--- config.mk ---
export PLATFORM = sky130hd
export DESIGN_NAME = tilt_angle_vertical_detector
export DESIGN_NICKNAME = d
export VERILOG_FILES = /design/src/rtl/core/tavd_pkg.sv /design/src/rtl/core/tilt_angle_vertical_detector.sv
export SDC_FILE = /design/constraint.sdc
export NUM_CORES = 2
export LEC_CHECK = 0
export ABC_CLOCK_PERIOD_IN_PS = 10120
export BUFFER_PORTS_ARGS = -buffer_cell sky130_fd_sc_hd__clkbuf_2
export CAP_MARGIN = 10
export CORE_AREA = 5 5 343 345
export CTS_CLUSTER_SIZE = 14
export DETAILED_ROUTE_END_ITERATION = 7
export DIE_AREA = 0 0 348 350
export PLACE_DENSITY = 0.72
export SLEW_MARGIN = 20
export SYNTH_ARGS = -nofsm -noshare
export SYNTH_HDL_FRONTEND = slang
export SYNTH_SLANG_ARGS = --single-unit
export TNS_END_PERCENT = 20
--- constraint.sdc ---
create_clock -name clk -period 10.12 [get_ports clk]
set_input_delay 1.518 -clock clk [delete_from_list [all_inputs] [get_ports clk]]
set_output_delay 1.518 -clock clk [all_outputs]
set_load 0.005 [all_outputs]
--- src/rtl/core/tavd_pkg.sv ---
// Shared types, constants and the arctangent table of the tilt angle detector.
`timescale 1ns / 1ps

package tavd_pkg;

  // Field widths of the beats.
  localparam int ANGLE_W = 16;
  localparam int ACCEL_W = 16;

  // Default averaging window length.
  localparam int WINDOW_LENGTH_DEF = 16;

  // CORDIC datapath.
  localparam int CORDIC_STEPS = 20;
  localparam int CORDIC_IDX_W = 5;
  localparam int VEC_W        = 36;
  localparam int ACC_W        = 26;
  localparam int ATAN_W       = 22;
  localparam int PROD_W       = 63;
  localparam int GAIN_W       = 30;

  // Reciprocal of the CORDIC gain in Q30.
  localparam logic [GAIN_W-1:0] INV_GAIN_Q30 = 30'd652032874;
  // Ninety degrees in 1/65536 degree.
  localparam logic signed [ACC_W-1:0] DEG90_Q16 = 26'sd5898240;
  // 180 degrees in 1/256 degree.
  localparam logic [ANGLE_W-1:0] ANGLE_MAX = 16'd46080;
  // Ten degrees in 1/256 degree.
  localparam logic [ANGLE_W-1:0] THRESHOLD_RESET = 16'd2560;

  typedef struct packed {
    logic signed [ACCEL_W-1:0] accel_x;
    logic signed [ACCEL_W-1:0] accel_y;
    logic signed [ACCEL_W-1:0] accel_z;
  } tavd_in_t;

  typedef struct packed {
    logic [ANGLE_W-1:0] tilt_angle;
    logic [ANGLE_W-1:0] average_angle;
    logic               vertical;
  } tavd_out_t;

  // atan(2^-i) in 1/65536 degree, rounded to nearest.
  function automatic logic [ATAN_W-1:0] atan_q16(input logic [CORDIC_IDX_W-1:0] idx);
    logic [ATAN_W-1:0] val;
    case (idx)
      5'd0:    val = 22'd2949120;
      5'd1:    val = 22'd1740967;
      5'd2:    val = 22'd919879;
      5'd3:    val = 22'd466945;
      5'd4:    val = 22'd234379;
      5'd5:    val = 22'd117304;
      5'd6:    val = 22'd58666;
      5'd7:    val = 22'd29335;
      5'd8:    val = 22'd14668;
      5'd9:    val = 22'd7334;
      5'd10:   val = 22'd3667;
      5'd11:   val = 22'd1833;
      5'd12:   val = 22'd917;
      5'd13:   val = 22'd458;
      5'd14:   val = 22'd229;
      5'd15:   val = 22'd115;
      5'd16:   val = 22'd57;
      5'd17:   val = 22'd29;
      5'd18:   val = 22'd14;
      5'd19:   val = 22'd7;
      default: val = '0;
    endcase
    return val;
  endfunction

endpackage

--- src/rtl/core/tilt_angle_vertical_detector.sv ---
// Top level of the tilt angle detector: CORDIC angle, windowed average, vertical flag.
`timescale 1ns / 1ps
// Only one sample is in flight: the block takes a new sample only after the result beat of
// the last one has gone into the result register. Each sample passes through the shared
// CORDIC unit (two passes of 20 iterations) and the bit-serial divider of the average, one
// quotient bit a cycle, SUM_W = 16 + clog2(WINDOW_LENGTH) quotient bits in all.
// Reset (rst_n low at a clock edge, synchronous) empties the window and the result
// register and loads the threshold with ten degrees; the window memory needs no clearing.

module tilt_angle_vertical_detector
  import tavd_pkg::*;
#(
  parameter int WINDOW_LENGTH = WINDOW_LENGTH_DEF
) (
  input  logic               clk,
  input  logic               rst_n,
  // Configuration: the vertical threshold in 1/256 degree.
  input  logic               cfg_we,
  input  logic [ANGLE_W-1:0] cfg_wdata,
  // Sample channel.
  input  logic               in_valid,
  output logic               in_ready,
  input  tavd_in_t           in_data,
  // Result channel.
  output logic               out_valid,
  input  logic               out_ready,
  output tavd_out_t          out_data
);

  // Slot index, fill count and running sum widths all follow the window length.
  localparam int SLOT_W = (WINDOW_LENGTH > 1) ? $clog2(WINDOW_LENGTH) : 1;
  localparam int CNT_W  = $clog2(WINDOW_LENGTH + 1);
  localparam int SUM_W  = ANGLE_W + $clog2(WINDOW_LENGTH);
  localparam int STEP_W = $clog2((SUM_W > CORDIC_STEPS) ? SUM_W : CORDIC_STEPS);

  localparam logic [SLOT_W-1:0] LAST_SLOT = SLOT_W'(WINDOW_LENGTH - 1);
  localparam logic [CNT_W-1:0]  FULL_CNT  = CNT_W'(WINDOW_LENGTH);
  localparam logic [STEP_W-1:0] LAST_ITER = STEP_W'(CORDIC_STEPS - 1);
  localparam logic [STEP_W-1:0] LAST_DIV  = STEP_W'(SUM_W - 1);

  // The sequencer walks one sample through these phases:
  //   S_VEC1  CORDIC vectoring on (|y|, z) gives the horizontal magnitude times the gain.
  //   S_MULH, S_MULL  gain correction as two 16/17 by 30 bit partial products.
  //   S_PREP  loads the second vector (x, r), pre-rotated by -90 degrees when x < 0.
  //   S_VEC2  CORDIC vectoring again, this time accumulating the angle.
  //   S_FIN   rounds the angle, updates the window memory, sum and fill count.
  //   S_DIV   restoring division of the rounded sum by the fill count.
  //   S_DONE  hands the beat to the result register once that register is free.
  typedef enum logic [3:0] {
    S_IDLE,
    S_VEC1,
    S_MULH,
    S_MULL,
    S_PREP,
    S_VEC2,
    S_FIN,
    S_DIV,
    S_DONE
  } state_t;

  state_t                    state_r;
  logic [STEP_W-1:0]         step_r;
  logic signed [VEC_W-1:0]   u_r;
  logic signed [VEC_W-1:0]   v_r;
  logic signed [ACC_W-1:0]   acc_r;
  logic signed [ACCEL_W-1:0] x_r;
  logic                      zero_r;
  logic [PROD_W-1:0]         prod_r;
  logic [SUM_W-1:0]          sum_r;
  logic [CNT_W-1:0]          cnt_r;
  logic [SLOT_W-1:0]         slot_r;
  logic [ANGLE_W-1:0]        thr_r;
  logic [ANGLE_W-1:0]        angle_r;
  logic [SUM_W-1:0]          dq_r;
  logic [CNT_W-1:0]          rem_r;
  logic [ANGLE_W-1:0]        rd_data_r;
  logic                      out_valid_r;
  tavd_out_t                 out_data_r;

  // Window of past angles: one write port, one registered read port.
  logic [ANGLE_W-1:0] win_mem [WINDOW_LENGTH];

  logic                      in_fire;
  logic                      mem_re;
  logic                      mem_we;

  // Shared CORDIC iteration.
  logic signed [VEC_W-1:0]   du;
  logic signed [VEC_W-1:0]   dv;
  logic signed [ACC_W-1:0]   atan_step;
  logic signed [VEC_W-1:0]   u_nxt;
  logic signed [VEC_W-1:0]   v_nxt;
  logic signed [ACC_W-1:0]   acc_nxt;

  // Start values of the two vectoring passes.
  logic signed [ACCEL_W:0]   y_ext;
  logic signed [ACCEL_W:0]   y_abs;
  logic signed [VEC_W-1:0]   u_start;
  logic signed [VEC_W-1:0]   v_start;
  logic signed [VEC_W-1:0]   x_scaled;
  logic signed [VEC_W-1:0]   r_vec;

  // Rounding, window update and divider.
  logic signed [ACC_W-1:0]   acc_rnd;
  logic [ANGLE_W-1:0]        angle_nxt;
  logic [ANGLE_W-1:0]        old_angle;
  logic [SUM_W-1:0]          sum_nxt;
  logic [CNT_W-1:0]          cnt_nxt;
  logic [CNT_W:0]            rem_sh;
  logic                      q_bit;
  logic [CNT_W-1:0]          rem_nxt;
  logic [SUM_W-1:0]          dq_nxt;

  assign in_ready  = (state_r == S_IDLE);
  assign in_fire   = in_valid && in_ready;
  assign out_valid = out_valid_r;
  assign out_data  = out_data_r;

  // The slot about to be overwritten is read when the sample is accepted, so the old
  // angle sits in rd_data_r long before S_FIN writes the same slot. Only one sample is
  // in flight, so a read and a write of the same slot never overlap.
  assign mem_re = in_fire;
  assign mem_we = (state_r == S_FIN);

  // One vectoring iteration: rotate toward the positive u axis, floor shifts.
  always_comb begin
    du        = v_r >>> step_r;
    dv        = u_r >>> step_r;
    atan_step = ACC_W'($signed({1'b0, atan_q16(step_r[CORDIC_IDX_W-1:0])}));
    if (!v_r[VEC_W-1]) begin
      u_nxt   = u_r + du;
      v_nxt   = v_r - dv;
      acc_nxt = acc_r + atan_step;
    end else begin
      u_nxt   = u_r - du;
      v_nxt   = v_r + dv;
      acc_nxt = acc_r - atan_step;
    end
  end

  // First pass starts from (|y|, z) in Q16; |y| of the most negative sample needs 17 bits.
  always_comb begin
    y_ext   = (ACCEL_W + 1)'(in_data.accel_y);
    y_abs   = y_ext[ACCEL_W] ? -y_ext : y_ext;
    u_start = VEC_W'(y_abs) <<< 16;
    v_start = VEC_W'(in_data.accel_z) <<< 16;
  end

  // Second pass: x in Q16, and the gain-corrected magnitude r = floor(prod / 2^30).
  // The first pass never makes u negative and keeps it below 2^33.
  always_comb begin
    x_scaled = VEC_W'(x_r) <<< 16;
    r_vec    = VEC_W'({1'b0, prod_r[PROD_W-1:GAIN_W]});
  end

  // Round the Q16 angle to 1/256 degree and clamp it to 0..180 degrees. The all-zero
  // sample is forced to zero, as atan2(0, 0) is.
  always_comb begin
    acc_rnd = (acc_r + ACC_W'(128)) >>> 8;
    if (zero_r || acc_rnd[ACC_W-1]) begin
      angle_nxt = '0;
    end else if (acc_rnd > ACC_W'(ANGLE_MAX)) begin
      angle_nxt = ANGLE_MAX;
    end else begin
      angle_nxt = acc_rnd[ANGLE_W-1:0];
    end
  end

  // Slots fill in order from zero, so until the window is full the slot being replaced
  // holds no angle of the current window and counts as zero.
  always_comb begin
    old_angle = (cnt_r == FULL_CNT) ? rd_data_r : '0;
    sum_nxt   = sum_r - SUM_W'(old_angle) + SUM_W'(angle_nxt);
    cnt_nxt   = (cnt_r == FULL_CNT) ? cnt_r : cnt_r + CNT_W'(1);
  end

  // Restoring division step: the quotient bit shifts into dq_r as the dividend leaves.
  always_comb begin
    rem_sh  = {rem_r, dq_r[SUM_W-1]};
    q_bit   = (rem_sh >= {1'b0, cnt_r});
    rem_nxt = q_bit ? CNT_W'(rem_sh - {1'b0, cnt_r}) : CNT_W'(rem_sh);
    dq_nxt  = {dq_r[SUM_W-2:0], q_bit};
  end

  always_ff @(posedge clk) begin
    if (mem_we) begin
      win_mem[slot_r] <= angle_nxt;
    end
    if (mem_re) begin
      rd_data_r <= win_mem[slot_r];
    end
  end

  always_ff @(posedge clk) begin
    if (!rst_n) begin
      state_r     <= S_IDLE;
      step_r      <= '0;
      sum_r       <= '0;
      cnt_r       <= '0;
      slot_r      <= '0;
      thr_r       <= THRESHOLD_RESET;
      out_valid_r <= 1'b0;
    end else begin
      if (cfg_we) begin
        thr_r <= cfg_wdata;
      end

      // The result register drains independently of the sequencer. In S_DONE a beat
      // leaving the register is replaced by the new one in the same cycle.
      if (out_valid_r && out_ready && (state_r != S_DONE)) begin
        out_valid_r <= 1'b0;
      end

      case (state_r)
        S_IDLE: begin
          if (in_fire) begin
            u_r     <= u_start;
            v_r     <= v_start;
            acc_r   <= '0;
            x_r     <= in_data.accel_x;
            zero_r  <= (in_data.accel_x == '0) && (in_data.accel_y == '0) &&
                       (in_data.accel_z == '0);
            step_r  <= '0;
            state_r <= S_VEC1;
          end
        end
        S_VEC1: begin
          u_r   <= u_nxt;
          v_r   <= v_nxt;
          acc_r <= acc_nxt;
          if (step_r == LAST_ITER) begin
            step_r  <= '0;
            state_r <= S_MULH;
          end else begin
            step_r <= step_r + STEP_W'(1);
          end
        end
        S_MULH: begin
          prod_r  <= {47'd0, u_r[32:17]} * {33'd0, INV_GAIN_Q30};
          state_r <= S_MULL;
        end
        S_MULL: begin
          prod_r  <= (prod_r << 17) + ({46'd0, u_r[16:0]} * {33'd0, INV_GAIN_Q30});
          state_r <= S_PREP;
        end
        S_PREP: begin
          if (x_r[ACCEL_W-1]) begin
            u_r   <= r_vec;
            v_r   <= -x_scaled;
            acc_r <= DEG90_Q16;
          end else begin
            u_r   <= x_scaled;
            v_r   <= r_vec;
            acc_r <= '0;
          end
          step_r  <= '0;
          state_r <= S_VEC2;
        end
        S_VEC2: begin
          u_r   <= u_nxt;
          v_r   <= v_nxt;
          acc_r <= acc_nxt;
          if (step_r == LAST_ITER) begin
            step_r  <= '0;
            state_r <= S_FIN;
          end else begin
            step_r <= step_r + STEP_W'(1);
          end
        end
        S_FIN: begin
          angle_r <= angle_nxt;
          sum_r   <= sum_nxt;
          cnt_r   <= cnt_nxt;
          slot_r  <= (slot_r == LAST_SLOT) ? '0 : slot_r + SLOT_W'(1);
          // Round to nearest: add half the divisor before dividing.
          dq_r    <= sum_nxt + SUM_W'(cnt_nxt >> 1);
          rem_r   <= '0;
          step_r  <= '0;
          state_r <= S_DIV;
        end
        S_DIV: begin
          dq_r  <= dq_nxt;
          rem_r <= rem_nxt;
          if (step_r == LAST_DIV) begin
            step_r  <= '0;
            state_r <= S_DONE;
          end else begin
            step_r <= step_r + STEP_W'(1);
          end
        end
        S_DONE: begin
          // The average never exceeds 180 degrees, so its low bits hold the quotient.
          if (!out_valid_r || out_ready) begin
            out_data_r.tilt_angle    <= angle_r;
            out_data_r.average_angle <= dq_r[ANGLE_W-1:0];
            out_data_r.vertical      <= (dq_r[ANGLE_W-1:0] < thr_r);
            out_valid_r              <= 1'b1;
            state_r                  <= S_IDLE;
          end
        end
        default: begin
          state_r <= S_IDLE;
        end
      endcase
    end
  end

endmodule

==> metrics.log <==
INFO  metric remaining_drc_errors = 5
INFO  metric cp.arrival = 9.65 ns
INFO  metric layout_min_cycle_time = 9.295 ns
INFO  metric synth_async_sr_flop_share = 0
INFO  metric dieHeight = 350 um
INFO  metric critPathLaunchType = register
INFO  metric period_utilization = 0.9185
INFO  metric highest_metal_used = met5
INFO  metric worst-slew-pin-transition = 1.168 ns
INFO  metric cts.sinks = 600
INFO  metric met3RoutedLength = 20,280 um
INFO  metric drtAntennaViolNets = 0
INFO  metric critPathRequiredTime = 10.47 ns
INFO  metric syn_inst = 5,350
INFO  metric first_pass_grt_wire_length = 260,600 um
INFO  metric clk_pin_slew_worst_paths = 0.07 ns
INFO  metric slew_violations = 0
INFO  metric result_of_the_run = complete, but fails checks
INFO  metric clk_latency = 0.65 ns
INFO  metric setup-violations-final = 0
INFO  metric mostFrequentLayoutCells = inv_1, edfxtp_1, ha_1
INFO  metric cts_root_buffer = clkbuf_16
INFO  metric drt_first_pass_iters = 8
INFO  metric number_of_antenna_violations_at_the_first_check_in_global_routing = 5
INFO  metric syn_avg_cell_area = 10.58 sq um
INFO  metric final_layout_size_suffix_gt1_frac = 0.1072
INFO  metric detail_route.iter0.violations = 5,308
INFO  metric place_hpwl = 132,900 um
INFO  metric max_clock_freq = 107.6 MHz
INFO  metric cp_slowest_cell = edfxtp_1
INFO  metric synth-main-ff-cell = edfxtp_1
INFO  metric timing.hold.worst.class = reg -> reg
INFO  metric post-route-util = 0.5371
INFO  metric std_cell_rows = 124
INFO  metric groute.usage.overall = 0.2789
INFO  metric syn-cell-area = 56,590 sq um
INFO  metric timing.max_cap.violations = 0
INFO  metric numCtsBuffers = 67
INFO  metric die_width = 348 um
INFO  metric register_area = 17,260 sq um
INFO  metric r2r.worst_path.cells = 29
INFO  metric multi_input_comb_area = 36,060 sq um
INFO  metric number_of_global_route_vias_before_repair = 41,900
INFO  metric routed-wl-met2 = 73,380 um
INFO  metric totalWireLength = 172,400 um
INFO  metric critPathMaxStageDelay = 0.65 ns
INFO  metric seq_cells_post_synth = 600
INFO  metric crit_path_frequent_cell = fa_1
INFO  metric layout_commonest_cell = inv_1
INFO  metric grt_max_degree = 80
INFO  metric timing.max_slew.rel_slack = 0.2115
INFO  metric post_cts_resize_count = 0
INFO  metric cts_htree_levels = 3
INFO  metric fillers = 9,869
INFO  metric grt_setup_unrepaired = no
INFO  metric timing.final.hold_violations = 0
INFO  metric totalNegativeSetupSlack = 0 ns
INFO  metric m1WireLength = 73,950 um
INFO  metric dieArea = 121,800 sq um
INFO  metric coreArea = 113,900 sq um
INFO  metric hold_slack = 0.4183 ns
INFO  metric routed_wire_length_per_instance = 24.69 um
INFO  metric clock_skew = 0.03851 ns
INFO  metric cp_max_fo = 12
INFO  metric drt-vias-per-instance = 6.166
INFO  metric area_growth_syn_to_layout = 8.081%
INFO  metric grt.overflow.total = 0
INFO  metric ioPinCount = 104
INFO  metric portBuffers = 103
INFO  metric worst_slack = 0.8250 ns
INFO  metric worst_setup_slack_before_clock_tree_synthesis = 0.5629 ns
INFO  metric violations_in_the_final_reports = DRC
INFO  metric starting_density_of_the_core = 0.4970
INFO  metric end_kind = register
INFO  metric synth_fp_nets = 6,321
INFO  metric postCtsSetupBuffers = 0
INFO  metric synthesis.yosys.warnings = 0
INFO  metric dr_total_vias = 43,040
INFO  metric hold_depth = 0
INFO  metric tritoncts = yes
INFO  metric gpl.final_weighted_congestion = 1.015
INFO  metric fin_nets = 6,385
INFO  metric seq_area_frac_synth = 0.3047
INFO  metric cts_stage_hold_buffer_count = 0
INFO  metric cts-root-to-sink-buffers = 3
INFO  metric synth_enable_flop_cells = 523
INFO  metric synth_cell_type_count = 108
INFO  metric worst-setup-path-type = reg -> reg
path summary, 6_finish.rpt:
kind                                      startpoint                       end  slack [ns]
worst max-delay path                u_r[4]$_DFFE_PP_  prod_r[57]$_SDFFCE_PN0P_        0.83
worst min-delay path            angle_r[0]$_DFFE_PP_    out_data[17]$_DFFE_PP_        0.42
worst max register to register      u_r[4]$_DFFE_PP_  prod_r[57]$_SDFFCE_PN0P_        0.83
worst min register to register  angle_r[0]$_DFFE_PP_    out_data[17]$_DFFE_PP_        0.42
critical path: cells and delay by family, from the launching register on:
family / cells / cell delay, ns
DFF: 1 / 0.65
buffers and inverters: 2 / 0.21
AOI/OAI and AO/OA: 13 / 3.34
adders and majority gates: 8 / 3.87
xor gates and xnor gates: 2 / 0.35
and+or+nand+nor: 4 / 0.58
sequential cells by signal (all words and copies together), names as in the netlist:
signal,cells
state_r,4
rd_data_r,16
step_r,5
rem_r,5
sum_r,20
atan_step,22
thr_r,16
v_r,36
u_r,36
dq_r,20
out_valid,1
zero_r,1
out_data,33
x_r,16
cnt_r,5
angle_r,16
prod_r,62
slot_r,4
win_mem,256
acc_r,26
through the flow:
stage,cell area [sq um],std cells
5_1_grt,61160,6979
4_1_cts,61150,6979
6_report,61170,6981
2_1_floorplan,56590,5350
3_5_place_dp,58890,6857
3_3_place_gp,58890,6857
logic make-up after synthesis:
logic type	synth area share
mux	0.09513
buf+inv	0.06011
xor+xnor	0.05596
flops	0.3047
compound gates	0.1273
simple gates	0.1047
fa+ha+maj	0.2521
final cells by class:
class / count / area share
clock inverter: 38 / 0.007241
clock buffer: 84 / 0.02964
timing repair buffer: 186 / 0.01882
sequential: 600 / 0.2822
antenna: 2 / 0.00008182
tap: 1512 / 0.03093
inverter: 676 / 0.04152
multi-input combinational: 3883 / 0.5895
synth_stat cells, drive strengths merged (114+ instances only):
| cell | n | share of area |
|---|---|---|
| mux4 | 179 | 0.072 |
| o21ai | 232 | 0.021 |
| fa | 397 | 0.14 |
| nor2 | 333 | 0.022 |
| a21o | 138 | 0.018 |
| ha | 505 | 0.11 |
| xor2 | 146 | 0.023 |
| nand2 | 330 | 0.022 |
| inv | 675 | 0.045 |
| edfxtp | 523 | 0.28 |
| xnor2 | 213 | 0.033 |
| clkbuf | 114 | 0.0076 |
| a21oi | 315 | 0.028 |
routing by layer:
metal | track usage | vias to the layer above
met4 | 0.07079 | 4
met5 | 0 | -
met2 | 0.4101 | 2275
met1 | 0.4074 | 21260
li1 | - | 19210
met3 | 0.08186 | 293
Power is left out: the tool's default activity adds up to more than one toggle a clock period on the data nets, which glitch-free logic cannot reach.
